[src/hw/rtl/sfed_pkg.sv]
// Package for the serial frame event decoder.
// Holds the shared types, event codes and default constants; used by every module but sfed_fifo.
`timescale 1ns / 1ps
package sfed_pkg;

  // Frame layout
  localparam int unsigned FrameBytes = 10;
  localparam int unsigned PosW       = 4;

  // Depth of the queue between front and back
  localparam int unsigned QueueDepthDefault = 2;

  // Register map
  localparam int unsigned PaddrW  = 4;
  localparam int unsigned DataW   = 32;
  localparam logic [1:0]  RegStart   = 2'd0;
  localparam logic [1:0]  RegVersion = 2'd1;
  localparam logic [1:0]  RegLength  = 2'd2;
  localparam logic [1:0]  RegEnd     = 2'd3;

  localparam logic [7:0] StartReset   = 8'h7E;
  localparam logic [7:0] VersionReset = 8'hFF;
  localparam logic [7:0] LengthReset  = 8'h06;
  localparam logic [7:0] EndReset     = 8'hEF;

  // Command bytes
  localparam logic [7:0] CmdPlayDone = 8'h3D;
  localparam logic [7:0] CmdOnline   = 8'h3F;
  localparam logic [7:0] CmdCardIn   = 8'h3A;
  localparam logic [7:0] CmdCardOut  = 8'h3B;
  localparam logic [7:0] CmdError    = 8'h40;
  localparam logic [7:0] CmdReply    = 8'h41;
  localparam logic [7:0] CmdQryLo    = 8'h42;
  localparam logic [7:0] CmdQryHi    = 8'h45;
  localparam logic [7:0] CmdQryMid   = 8'h47;
  localparam logic [7:0] CmdQry2Lo   = 8'h4B;
  localparam logic [7:0] CmdQry2Hi   = 8'h4F;

  typedef enum logic [2:0] {
    EVT_NONE      = 3'd0,
    EVT_WRONG     = 3'd1,
    EVT_PLAY_DONE = 3'd2,
    EVT_ONLINE    = 3'd3,
    EVT_CARD_IN   = 3'd4,
    EVT_CARD_OUT  = 3'd5,
    EVT_ERROR     = 3'd6,
    EVT_RESPONSE  = 3'd7
  } evt_e;

  // Marker configuration
  typedef struct packed {
    logic [7:0] start_marker;
    logic [7:0] version_marker;
    logic [7:0] length_marker;
    logic [7:0] end_marker;
  } cfg_t;

  // One classified frame, passed from front to back
  typedef struct packed {
    logic        ok;
    logic [7:0]  cmd;
    logic [15:0] param;
  } frame_t;

endpackage

[src/hw/rtl/sfed_fifo.sv]
// Small flip-flop queue carrying classified frames from front to back.
// Generic width and depth; no package dependency.
`timescale 1ns / 1ps
module sfed_fifo #(
  parameter int unsigned Width = 25,
  parameter int unsigned Depth = 2
) (
  input  logic             clk_i,
  input  logic             rst_ni,
  input  logic             wr_i,
  input  logic [Width-1:0] wdata_i,
  input  logic             rd_i,
  output logic [Width-1:0] rdata_o,
  output logic             full_o,
  output logic             empty_o
);

  localparam int unsigned IdxW = (Depth > 1) ? $clog2(Depth) : 1;
  localparam int unsigned CntW = $clog2(Depth + 1);

  logic [Width-1:0] mem_q [Depth];
  logic [IdxW-1:0]  wr_ptr_q, wr_ptr_d, rd_ptr_q, rd_ptr_d;
  logic [CntW-1:0]  cnt_q, cnt_d;
  logic             do_wr, do_rd;

  assign full_o  = (cnt_q == CntW'(Depth));
  assign empty_o = (cnt_q == '0);
  assign do_wr   = wr_i && !full_o;
  assign do_rd   = rd_i && !empty_o;
  assign rdata_o = mem_q[rd_ptr_q];

  // Advance pointers with wrap at the depth
  always_comb begin
    wr_ptr_d = wr_ptr_q;
    rd_ptr_d = rd_ptr_q;
    cnt_d    = cnt_q;
    if (do_wr) begin
      wr_ptr_d = (wr_ptr_q == IdxW'(Depth - 1)) ? '0 : wr_ptr_q + 1'b1;
    end
    if (do_rd) begin
      rd_ptr_d = (rd_ptr_q == IdxW'(Depth - 1)) ? '0 : rd_ptr_q + 1'b1;
    end
    if (do_wr && !do_rd) begin
      cnt_d = cnt_q + 1'b1;
    end else if (do_rd && !do_wr) begin
      cnt_d = cnt_q - 1'b1;
    end
  end

  always_ff @(posedge clk_i or negedge rst_ni) begin
    if (!rst_ni) begin
      wr_ptr_q <= '0;
      rd_ptr_q <= '0;
      cnt_q    <= '0;
    end else begin
      wr_ptr_q <= wr_ptr_d;
      rd_ptr_q <= rd_ptr_d;
      cnt_q    <= cnt_d;
    end
  end

  // Write storage
  always_ff @(posedge clk_i) begin
    if (do_wr) begin
      mem_q[wr_ptr_q] <= wdata_i;
    end
  end

endmodule

[src/hw/rtl/sfed_front.sv]
// Front end: counts bytes of a frame, checks markers and running checksum.
// Emits one classified frame per tenth byte. Depends on sfed_pkg.
`timescale 1ns / 1ps
module sfed_front (
  input  logic            clk_i,
  input  logic            rst_ni,
  input  sfed_pkg::cfg_t  cfg_i,
  input  logic            beat_i,
  input  logic [7:0]      rx_byte_i,
  input  logic            gap_i,
  output logic            frame_push_o,
  output sfed_pkg::frame_t frame_o
);
  import sfed_pkg::*;

  localparam logic [PosW-1:0] PosStart   = PosW'(0);
  localparam logic [PosW-1:0] PosVersion = PosW'(1);
  localparam logic [PosW-1:0] PosLength  = PosW'(2);
  localparam logic [PosW-1:0] PosCmd     = PosW'(3);
  localparam logic [PosW-1:0] PosFback   = PosW'(4);
  localparam logic [PosW-1:0] PosParHi   = PosW'(5);
  localparam logic [PosW-1:0] PosParLo   = PosW'(6);
  localparam logic [PosW-1:0] PosCkHi    = PosW'(7);
  localparam logic [PosW-1:0] PosCkLo    = PosW'(8);
  localparam logic [PosW-1:0] PosEnd     = PosW'(FrameBytes - 1);

  logic [PosW-1:0] pos_q, pos_d;
  logic [10:0]     sum_q, sum_d;
  logic            mk_ok_q, mk_ok_d;
  logic            ck_ok_q, ck_ok_d;
  logic [7:0]      cmd_q, cmd_d;
  logic [7:0]      par_hi_q, par_hi_d;
  logic [7:0]      par_lo_q, par_lo_d;
  logic [7:0]      ck_hi_q, ck_hi_d;
  logic [15:0]     sum_neg;
  logic            take;

  assign take    = beat_i && !gap_i;
  assign sum_neg = 16'(~{5'd0, sum_q} + 16'd1);

  // Collect fields and fold checks as bytes arrive
  always_comb begin
    pos_d    = pos_q;
    sum_d    = sum_q;
    mk_ok_d  = mk_ok_q;
    ck_ok_d  = ck_ok_q;
    cmd_d    = cmd_q;
    par_hi_d = par_hi_q;
    par_lo_d = par_lo_q;
    ck_hi_d  = ck_hi_q;
    if (beat_i && gap_i) begin
      pos_d = PosStart;
    end else if (take) begin
      pos_d = (pos_q == PosEnd) ? PosStart : pos_q + 1'b1;
      case (pos_q)
        PosStart: begin
          mk_ok_d = (rx_byte_i == cfg_i.start_marker);
        end
        PosVersion: begin
          mk_ok_d = mk_ok_q && (rx_byte_i == cfg_i.version_marker);
          sum_d   = {3'd0, rx_byte_i};
        end
        PosLength: begin
          mk_ok_d = mk_ok_q && (rx_byte_i == cfg_i.length_marker);
          sum_d   = sum_q + {3'd0, rx_byte_i};
        end
        PosCmd: begin
          cmd_d = rx_byte_i;
          sum_d = sum_q + {3'd0, rx_byte_i};
        end
        PosFback: begin
          sum_d = sum_q + {3'd0, rx_byte_i};
        end
        PosParHi: begin
          par_hi_d = rx_byte_i;
          sum_d    = sum_q + {3'd0, rx_byte_i};
        end
        PosParLo: begin
          par_lo_d = rx_byte_i;
          sum_d    = sum_q + {3'd0, rx_byte_i};
        end
        PosCkHi: begin
          ck_hi_d = rx_byte_i;
        end
        PosCkLo: begin
          ck_ok_d = (sum_neg == {ck_hi_q, rx_byte_i});
        end
        default: ;
      endcase
    end
  end

  // Hand the finished frame to the queue on its last byte
  assign frame_push_o = take && (pos_q == PosEnd);
  assign frame_o.ok    = mk_ok_q && ck_ok_q && (rx_byte_i == cfg_i.end_marker);
  assign frame_o.cmd   = cmd_q;
  assign frame_o.param = {par_hi_q, par_lo_q};

  always_ff @(posedge clk_i or negedge rst_ni) begin
    if (!rst_ni) begin
      pos_q <= PosStart;
    end else begin
      pos_q <= pos_d;
    end
  end

  always_ff @(posedge clk_i) begin
    sum_q    <= sum_d;
    mk_ok_q  <= mk_ok_d;
    ck_ok_q  <= ck_ok_d;
    cmd_q    <= cmd_d;
    par_hi_q <= par_hi_d;
    par_lo_q <= par_lo_d;
    ck_hi_q  <= ck_hi_d;
  end

endmodule

[src/hw/rtl/sfed_back.sv]
// Back end: decodes queued frames into the held event, response and online flag.
// Holds the result register for the output side. Depends on sfed_pkg.
`timescale 1ns / 1ps
module sfed_back (
  input  logic             clk_i,
  input  logic             rst_ni,
  input  logic             frame_avail_i,
  input  sfed_pkg::frame_t frame_i,
  output logic             frame_pop_o,
  input  logic             pop_i,
  output logic             result_valid_o,
  output logic [2:0]       event_code_o,
  output logic [15:0]      response_value_o,
  output logic             device_online_o,
  output logic             frame_valid_o
);
  import sfed_pkg::*;

  evt_e        evt_q, evt_d;
  logic [15:0] resp_q, resp_d;
  logic        online_q, online_d;
  logic        fvalid_q;
  logic        rvalid_q, rvalid_d;

  // Take a frame when the result slot is free or drains this cycle
  assign frame_pop_o = frame_avail_i && (!rvalid_q || pop_i);

  always_comb begin
    rvalid_d = rvalid_q;
    if (frame_pop_o) begin
      rvalid_d = 1'b1;
    end else if (pop_i) begin
      rvalid_d = 1'b0;
    end
  end

  // Decode the command of a checked frame
  always_comb begin
    evt_d    = evt_q;
    resp_d   = resp_q;
    online_d = online_q;
    if (!frame_i.ok) begin
      evt_d = EVT_WRONG;
    end else if (frame_i.cmd inside {[CmdQryLo:CmdQryHi], CmdQryMid,
                                     [CmdQry2Lo:CmdQry2Hi]}) begin
      evt_d    = EVT_RESPONSE;
      resp_d   = frame_i.param;
      online_d = 1'b1;
    end else begin
      case (frame_i.cmd)
        CmdPlayDone: evt_d = EVT_PLAY_DONE;
        CmdOnline: begin
          evt_d    = EVT_ONLINE;
          online_d = 1'b1;
        end
        CmdCardIn: begin
          evt_d    = EVT_CARD_IN;
          online_d = 1'b1;
        end
        CmdCardOut: begin
          evt_d    = EVT_CARD_OUT;
          online_d = 1'b0;
        end
        CmdError: begin
          evt_d    = EVT_ERROR;
          online_d = 1'b0;
        end
        // reply and unknown commands leave everything held
        CmdReply: ;
        default: ;
      endcase
    end
  end

  always_ff @(posedge clk_i or negedge rst_ni) begin
    if (!rst_ni) begin
      evt_q    <= EVT_NONE;
      resp_q   <= '0;
      online_q <= 1'b0;
      rvalid_q <= 1'b0;
      fvalid_q <= 1'b0;
    end else begin
      rvalid_q <= rvalid_d;
      if (frame_pop_o) begin
        evt_q    <= evt_d;
        resp_q   <= resp_d;
        online_q <= online_d;
        fvalid_q <= frame_i.ok;
      end
    end
  end

  assign result_valid_o   = rvalid_q;
  assign event_code_o     = evt_q;
  assign response_value_o = resp_q;
  assign device_online_o  = online_q;
  assign frame_valid_o    = fvalid_q;

endmodule

[src/hw/rtl/serial_frame_event_decoder_unit.sv]
// Serial frame event decoder, top level: register port, front, frame queue, back.
// Depends on sfed_pkg, sfed_front, sfed_fifo and sfed_back.
//
// One received byte is taken every clock cycle while push is high and full is low; a gap
// beat drops a partial frame. Every tenth byte completes a frame, which the front end
// classifies (markers and checksum) in the same cycle and places in a frame queue of
// QueueDepth entries; the back end decodes one frame per cycle, while the result register
// is free or drains, into the result register, where it is shown in the next cycle with
// empty low. full is high only while the frame queue is full, which happens when results
// are not popped; a frame result thus costs ten byte beats, and after the tenth byte the
// frame passes through the frame queue and then the result register. Marker registers sit
// at byte addresses 0, 4, 8 and 12 (start, version, length, end).
`timescale 1ns / 1ps
module serial_frame_event_decoder_unit #(
  parameter int unsigned QueueDepth = sfed_pkg::QueueDepthDefault
) (
  input  logic                        clk_i,
  input  logic                        rst_ni,
  // register port
  input  logic                        psel,
  input  logic                        penable,
  input  logic                        pwrite,
  input  logic [sfed_pkg::PaddrW-1:0] paddr,
  input  logic [sfed_pkg::DataW-1:0]  pwdata,
  output logic [sfed_pkg::DataW-1:0]  prdata,
  output logic                        pready,
  // byte input
  input  logic                        push,
  output logic                        full,
  input  logic [7:0]                  rx_byte_i,
  input  logic                        gap_i,
  // results
  output logic                        empty,
  input  logic                        pop,
  output logic [2:0]                  event_code_o,
  output logic [15:0]                 response_value_o,
  output logic                        device_online_o,
  output logic                        frame_valid_o
);
  import sfed_pkg::*;

  cfg_t       cfg_q;
  logic       wr_en;
  logic [1:0] reg_idx;
  logic       beat;
  logic       fr_push, fr_pop, q_full, q_empty, res_valid;
  frame_t     fr_in, fr_out;

  // Register port
  assign pready  = 1'b1;
  assign reg_idx = paddr[3:2];
  assign wr_en   = psel && penable && pwrite && pready;

  always_ff @(posedge clk_i or negedge rst_ni) begin
    if (!rst_ni) begin
      cfg_q.start_marker   <= StartReset;
      cfg_q.version_marker <= VersionReset;
      cfg_q.length_marker  <= LengthReset;
      cfg_q.end_marker     <= EndReset;
    end else if (wr_en) begin
      case (reg_idx)
        RegStart:   cfg_q.start_marker   <= pwdata[7:0];
        RegVersion: cfg_q.version_marker <= pwdata[7:0];
        RegLength:  cfg_q.length_marker  <= pwdata[7:0];
        RegEnd:     cfg_q.end_marker     <= pwdata[7:0];
        default: ;
      endcase
    end
  end

  always_comb begin
    case (reg_idx)
      RegStart:   prdata = {24'd0, cfg_q.start_marker};
      RegVersion: prdata = {24'd0, cfg_q.version_marker};
      RegLength:  prdata = {24'd0, cfg_q.length_marker};
      RegEnd:     prdata = {24'd0, cfg_q.end_marker};
      default:    prdata = '0;
    endcase
  end

  // Input side: stall bytes while the frame queue is full
  assign full = q_full;
  assign beat = push && !full;

  sfed_front u_front (
    .clk_i        (clk_i),
    .rst_ni       (rst_ni),
    .cfg_i        (cfg_q),
    .beat_i       (beat),
    .rx_byte_i    (rx_byte_i),
    .gap_i        (gap_i),
    .frame_push_o (fr_push),
    .frame_o      (fr_in)
  );

  sfed_fifo #(
    .Width ($bits(frame_t)),
    .Depth (QueueDepth)
  ) u_queue (
    .clk_i   (clk_i),
    .rst_ni  (rst_ni),
    .wr_i    (fr_push),
    .wdata_i (fr_in),
    .rd_i    (fr_pop),
    .rdata_o (fr_out),
    .full_o  (q_full),
    .empty_o (q_empty)
  );

  sfed_back u_back (
    .clk_i            (clk_i),
    .rst_ni           (rst_ni),
    .frame_avail_i    (!q_empty),
    .frame_i          (fr_out),
    .frame_pop_o      (fr_pop),
    .pop_i            (pop && res_valid),
    .result_valid_o   (res_valid),
    .event_code_o     (event_code_o),
    .response_value_o (response_value_o),
    .device_online_o  (device_online_o),
    .frame_valid_o    (frame_valid_o)
  );

  assign empty = !res_valid;

  // A failed frame always reports the wrong-data event
  a_wrong_evt : assert property (@(posedge clk_i) disable iff (!rst_ni)
    (!empty && !frame_valid_o) |-> (event_code_o == EVT_WRONG))
    else $error("failed frame without wrong-data event");

  // Card-out and error events are only held while offline
  a_offline : assert property (@(posedge clk_i) disable iff (!rst_ni)
    (event_code_o == EVT_CARD_OUT || event_code_o == EVT_ERROR) |-> !device_online_o)
    else $error("offline event with online flag set");

  // Draining the last result with nothing queued leaves the output empty
  a_drain : assert property (@(posedge clk_i) disable iff (!rst_ni)
    (pop && !empty && q_empty) |=> empty)
    else $error("result shown with no frame behind it");

  // A frame is never offered to a full queue
  a_no_overflow : assert property (@(posedge clk_i) disable iff (!rst_ni)
    fr_push |-> !q_full)
    else $error("frame pushed into full queue");

endmodule

[config.mk]
export PLATFORM = sky130hd
export DESIGN_NAME = serial_frame_event_decoder_unit
export DESIGN_NICKNAME = d
export VERILOG_FILES = /design/src/hw/rtl/sfed_pkg.sv /design/src/hw/rtl/sfed_fifo.sv /design/src/hw/rtl/sfed_front.sv /design/src/hw/rtl/sfed_back.sv /design/src/hw/rtl/serial_frame_event_decoder_unit.sv
export SDC_FILE = /design/constraint.sdc
export NUM_CORES = 1
export LEC_CHECK = 0
export ABC_CLOCK_PERIOD_IN_PS = 8000
export BUFFER_PORTS_ARGS = -buffer_cell sky130_fd_sc_hd__buf_2
export CAP_MARGIN = 5
export CORE_ASPECT_RATIO = 2
export CORE_UTILIZATION = 30
export DETAILED_ROUTE_END_ITERATION = 10
export PLACE_DENSITY = 0.47
export SLEW_MARGIN = 10
export SYNTH_ARGS = -nofsm -noshare
export SYNTH_HDL_FRONTEND = slang
export SYNTH_HIERARCHICAL = 1
export SYNTH_SLANG_ARGS = --single-unit
[constraint.sdc]
create_clock -name clk_i -period 8 [get_ports clk_i]
set_input_delay 0.4 -clock clk_i [delete_from_list [all_inputs] [get_ports clk_i]]
set_output_delay 0.4 -clock clk_i [all_outputs]
set_load 0.02 [all_outputs]
After elaboration in Yosys (flattened, before gate mapping)
Memory sizes are Yosys's and may differ from the RTL's.
Cells that the tools add are included.
{"block": "classes", "n_mux": 19, "n_reduce_logical": 52, "order_cmp": 4, "bitwise_logic": 2, "n_addsub": 7, "n_eq_ne": 25}
{"operator": "32-bit case mux with 4 select lines", "count": 1}
{"operator": "8-bit by 6-bit equality test with 1-bit output, second input constant", "count": 4}
{"operator": "8-bit equality test", "count": 4}
{"operator": "3-bit AND reduction", "count": 9}
{"operator": "11-bit case mux with 2 select lines", "count": 1}
{"operator": "1-bit logical AND", "count": 18}
{"operator": "16-bit by 1-bit adder with 16-bit output, second input constant", "count": 1}
{"operator": "16-bit equality test", "count": 1}
{"operator": "4-bit by 3-bit equality test with 1-bit output, second input constant", "count": 4}
{"operator": "8-bit by 7-bit equality test with 1-bit output, second input constant", "count": 2}
{"operator": "8-bit by 7-bit greater-or-equal comparator with 1-bit output, second input constant", "count": 2}
{"operator": "8-bit by 7-bit less-or-equal comparator with 1-bit output, second input constant", "count": 2}
{"operator": "11-bit inverter with 16-bit output", "count": 1}
{"operator": "3-bit case mux with 5 select lines", "count": 1}
{"operator": "4-bit two-way mux", "count": 3}
{"operator": "11-bit by 8-bit adder with 11-bit output", "count": 1}
{"operator": "2-bit AND reduction", "count": 5}
{"operator": "3-bit nonzero test", "count": 3}
{"operator": "4-bit by 2-bit equality test with 1-bit output, second input constant", "count": 2}
{"operator": "4-bit equality test, second input constant", "count": 2}
{"operator": "2-bit nonzero test", "count": 4}
{"operator": "1-bit two-way mux", "count": 7}
{"operator": "7-bit != test, second input constant", "count": 1}
{"operator": "2-bit equality test, second input constant", "count": 3}
{"operator": "other kinds (17)", "count": 27}
{"block": "totals", "n_memories": 1, "regBits": 107, "wordCells": 130, "ramBits": 50, "input_bits": 52, "out_inout_bits": 56}
{"memory": "u_queue.mem_q", "words": 2, "width": 25, "rd": 1, "rd_clocked_by_memory_dff": 0, "wr": 1, "line": "sfed_fifo.sv:21", "text": "logic [Width-1:0] mem_q [Depth];"}

Depth between registers and ports, before layout
{"block": "depth", "word_depth": 10, "ltp_mapped": 12, "mapped_depth_nobuf": 11}

Hierarchy
Netlist, hierarchy kept.
{"module": "sfed_front", "instances": 1, "seq_area_each_um2": 1451.4, "cells_each": 275, "area_each_um2": 3030.4}
{"module": "sfed_fifo", "instances": 1, "seq_area_each_um2": 1601.5, "cells_each": 97, "area_each_um2": 2102.0}
{"module": "serial_frame_event_decoder_unit", "instances": 1, "seq_area_each_um2": 829.5, "cells_each": 111, "area_each_um2": 1674.1}
{"module": "sfed_back", "instances": 1, "seq_area_each_um2": 550.5, "cells_each": 88, "area_each_um2": 1101.1}

Least setup slack after synthesis
OpenSTA, ideal clock, no wires.
{"block": "synth_path", "path_type": "register -> register", "from": "register u_queue.cnt_q[0]", "to": "memory u_queue.mem_q[0][0], enable pin", "setup_ns": 0.407, "stages_incl_launch_ff": 9, "slack_ns": 5.054, "synth_period_minus_slack_ns": 2.946, "required_ns": 7.593, "path_buffers": 1, "arrival_ns": 2.539, "cell_sequence": "dfrtp_1 -> nand2b_1 -> inv_1 -> nor2b_1 -> nand2b_1 -> clkbuf_1 -> nor3_1 -> nand2_1 -> nor2_1"}
{"block": "synth_between", "elab_chain_len": 8}
{"element": "start: declaration", "line": "sfed_fifo.sv:23", "text": "logic [CntW-1:0] cnt_q, cnt_d;"}
{"element": "start signal: assignment", "line": "sfed_fifo.sv:58", "text": "cnt_q <= cnt_d;"}
{"element": "2-bit equality test", "line": "sfed_fifo.sv:26", "text": "assign full_o = (cnt_q == CntW'(Depth));"}
{"element": "named net full", "line": "serial_frame_event_decoder_unit.sv:29", "text": "output logic full,"}
{"element": "1-bit zero test", "line": "serial_frame_event_decoder_unit.sv:83", "text": "assign beat = push && !full;"}
{"element": "1-bit logical AND", "line": "serial_frame_event_decoder_unit.sv:83"}
{"element": "named net beat", "line": "serial_frame_event_decoder_unit.sv:45", "text": "logic beat;"}
{"element": "1-bit logical AND", "line": "sfed_front.sv:38", "text": "assign take = beat_i && !gap_i;"}
{"element": "1-bit logical AND", "line": "sfed_front.sv:94", "text": "assign frame_push_o = take && (pos_q == PosEnd);"}
{"element": "named net fr_push", "line": "serial_frame_event_decoder_unit.sv:46", "text": "logic fr_push, fr_pop, q_full, q_empty, res_valid;"}
{"element": "1-bit logical AND", "line": "sfed_fifo.sv:28", "text": "assign do_wr = wr_i && !full_o;"}
{"element": "1-bit two-way mux", "line": "sfed_fifo.sv:64", "text": "if (do_wr) begin"}
{"element": "1-bit two-way mux (not written as such)", "line": "sfed_fifo.sv:65", "text": "mem_q[wr_ptr_q] <= wdata_i;"}
{"element": "end: declaration", "line": "sfed_fifo.sv:21"}
The timed path passes the listed nets, and every way through them passes these cells.

Worst setup path in the final report
{"block": "layout_path", "from": "register u_queue.cnt_q[0]", "to": "memory u_queue.mem_q[1][15], enable pin"}
{"block": "layout_between", "elab_chain_len": 8}
{"element": "2-bit equality test", "line": "sfed_fifo.sv:26"}
{"element": "1-bit zero test", "line": "serial_frame_event_decoder_unit.sv:83"}
{"element": "1-bit logical AND", "line": "serial_frame_event_decoder_unit.sv:83"}
{"element": "named net beat", "line": "serial_frame_event_decoder_unit.sv:45"}
{"element": "1-bit logical AND", "line": "sfed_front.sv:38"}
{"element": "1-bit logical AND", "line": "sfed_front.sv:94"}
{"element": "named net fr_push", "line": "serial_frame_event_decoder_unit.sv:46"}
{"element": "1-bit logical AND", "line": "sfed_fifo.sv:28"}
{"element": "1-bit two-way mux", "line": "sfed_fifo.sv:64"}
{"element": "1-bit two-way mux (not written as such)", "line": "sfed_fifo.sv:65"}
The timed path passes the listed nets, and every way through them passes these cells.

==> metrics.md <==
| Metric | Value |
|---|---|
| Crit path DAT | `3.01 ns` |
| First-pass GRT wire length | `around 27000 µm` |
| Worst setup SP type | `flop` |
| Period utilization | `approximately 37%` |
| VDD IR max | `~140 µV` |
| Post-DRT Antenna Nets | `0` |
| Worst Path Buf+Inv | `1` |
| Worst hold path class | `primary input to asynchronous set/reset pin` |
| Cell Area, Synth | `around 8000 µm²` |
| Clock transition at path regs | `0.06 ns` |
| Mapped Avg Cell Area | `about 14 µm²` |
| CTS Hold Buffers Added | `0` |
| Chip Width | `117 µm` |
| Initial antenna violation count | `0` |
| ANT cells | `0` |
| Post-DP HPWL | `between 10000 and 15000 µm` |
| Setup TNS after final layout | `0 ns` |
| Total GRT Usage | `13.5%` |
| Worst-Skew Late Latency | `0.43 ns` |
| Post-CTS Setup Bufs | `0` |
| Sequential area share after synthesis | `around 56%` |
| Utilization after layout | `around 35%` |
| Post-synth EDFFs | `between 90 and 100` |
| Max cap viols | `0` |
| Setup Viol. Count Final | `0` |
| Post-synthesis register bit count | `between 150 and 200` |
| DR DRC count | `0` |
| FF-to-FF End | `u_queue/mem_q[1][15]` |
| TritonCTS buffer count | `17` |
| Clock Skews | `0.0111 ns` |
| Unrepaired setup endpoints after global routing | `no` |
| Via count | `4657` |
| Fmax | `around 340 MHz` |
| Power Density | `roughly 270 nW/µm²` |
| Worst setup path category | `flop to flop` |
| Initial cell density of the core | `a little under a third` |
| Layout cell share with drive strength beyond 1 | `a little over a third` |
| Die ar. | `between 20000 and 30000 µm²` |
| GP Congestion | `0.835` |
| Min Tclk post-route | `about 3.0 ns` |
| Max-slew headroom | `roughly a fifth` |
| Leakage | `around 3.4 nW` |
| CP max stage delay | `approximately 1 ns` |
| DRT Pass-1 Iters | `5` |
| CTS tree | `yes` |
| Worst path slowest cell | `and3_1` |
| Crit-path cells | `nand2b_1 -> inv_1 -> nor2b_1 -> nand2b_1 -> nor3_1 -> and3_1` |
| Row count | `between 80 and 90` |
| FFs w/ async S/R, synth | `~40%` |
| H-tree depth | `4` |
| Final nets | `approximately 690` |
| Worst setup EP type | `flop` |
| Iteration-0 DRC Markers | `approximately 220` |
| Vias per Instance | `between 4 and 5` |
| Post-Syn Instances | `571` |
| Die Span Y | `232 µm` |
| Filler instances | `2587` |
| Ys flop type | `edfxtp_1` |
| Area Growth Syn to Fin | `12.8%` |
| Total gr overflow | `0` |
| Most common cell after layout, fill and taps aside | `edfxtp_1` |
| Routed WL per cell | `approximately 17 µm` |
| Largest net degree at the start of global routing | `63` |
| Drt total wl | `approximately 17000 µm` |
| Reg2reg start | `u_queue/cnt_q[0]` |
| # clock sinks | `about 160` |
| Syn. warnings | `6` |
| # IOs | `108` |
| CP delay by family, top | `simple AND/OR/NAND/NOR gates` |
| Crit-path max FO | `25` |
| Fin. max-slew vios | `0` |
| FF-to-FF path depth | `6` |
| Commonest non-fill, non-tap cells in the layout | `edfxtp_1, buf_2, mux2_2` |
| Vias in the first global route | `around 4.9k` |
| Post-synth cell types | `78` |
| # resized after CTS | `0` |
| I/O Buffers | `between 50 and 60` |
| Area of the core | `between 20000 and 30000 µm²` |
| Crit-path most repeated cell | `nand2b_1` |
| Final Hold Fails | `0` |
| Outcome | `complete, no violations` |
| Total chip power | `0.00242 W` |
| Worst-Margin Slew | `1.18 ns` |
| Reg2reg setup slack | `5.03 ns` |
| CP required | `roughly 8 ns` |
| Root Driver | `clkbuf_16` |
| Clock Path Buffers | `2` |
-- per-stage QoR --
stage,instances,setup WS [ns],hold WS [ns],area [µm²]
after floorplan,594,5.05,0.104,7990
after global placement,945,4.98,0.422,8370
after detailed placement,945,4.90,0.430,8370
after CTS,977,4.89,0.156,8920
after global routing,977,4.68,0.181,8920
final,977,5.03,0.109,8920
-- Yosys cell counts, types with 14 or more instances --
cell type,instances,area [µm²]
edfxtp_1,95,2850
mux2_2,46,518
dfrtp_1,39,976
xnor2_1,31,272
mux2_4,30,450
buf_4,26,195
nand2_1,26,97.6
dfstp_2,23,604
nor2_1,20,75.1
o21ai_0,17,85.1
xor2_1,17,149
inv_1,14,52.6
-- area by class of cell --
class | instances | area [µm²] | area share, %
Clock buffer | 19 | 433 | 4.85
Clock inverter | 13 | 118 | 1.32
Inverter | 14 | 52.6 | 0.589
Multi-Input combinational cell | 373 | 3140 | 35.2
Sequential cell | 157 | 4430 | 49.7
Tap cell | 340 | 425 | 4.77
Timing Repair Buffer | 61 | 318 | 3.56
-- power breakdown --
group,switching (W),total [W],internal [W]
Clock,0.000330,0.000758,0.000428
Combinational,0.000322,0.000592,0.000270
Sequential,0.0000940,0.00107,0.000977
-- worst max-delay path by stage --
stage,startpoint,to,slack [ns],depth (start not counted)
2_1_floorplan,u_queue/cnt_q[0],u_queue/mem_q[0][0],5.05,8
3_3_place_gp,u_queue/cnt_q[0],u_queue/mem_q[1][1],4.98,6
3_5_place_dp,u_queue/cnt_q[0],u_queue/mem_q[1][6],4.90,6
4_1_cts,u_queue/cnt_q[0],u_queue/mem_q[1][13],4.89,6
5_1_grt,u_queue/cnt_q[0],u_queue/mem_q[1][13],4.68,6
6_report,u_queue/cnt_q[0],u_queue/mem_q[1][15],5.03,6
-- logic make-up after synthesis --
kind of cell	after synthesis	share of synthesized area [%]
flip-flops	157	56.1
AND/OR/NAND/NOR	130	9.83
multiplexers	92	15.5
AO/OA/AOI/OAI	67	5.92
buffers and inverters	64	5.41
XOR/XNOR	48	5.32
adder cells (fa/ha/maj)	11	1.84
other	2	0.0950
-- sequential cells by signal, summed over array words and instances (netlist names), 2 cells and up --
| register | count |
|---|---|
| u_front/cmd_q | 8 |
| u_front/par_lo_q | 8 |
| cfg_q | 32 |
| u_back/response_value_o | 16 |
| u_front/par_hi_q | 8 |
| u_queue/cnt_q | 2 |
| u_front/pos_q | 4 |
| u_back/event_code_o | 3 |
| u_front/ck_hi_q | 8 |
| u_queue/mem_q | 50 |
| u_front/sum_q | 11 |
-- routing by layer --
metal  part of all wire (%)  global-route usage (%)  routed length (µm)
met4                    3.1                    6.53                 518
met2                     59                    26.5                9930
met5                      0                       0                   0
met1                     34                    12.3                5760
met3                    3.3                    3.14                 556
Power figures use the tool's default switching activity.
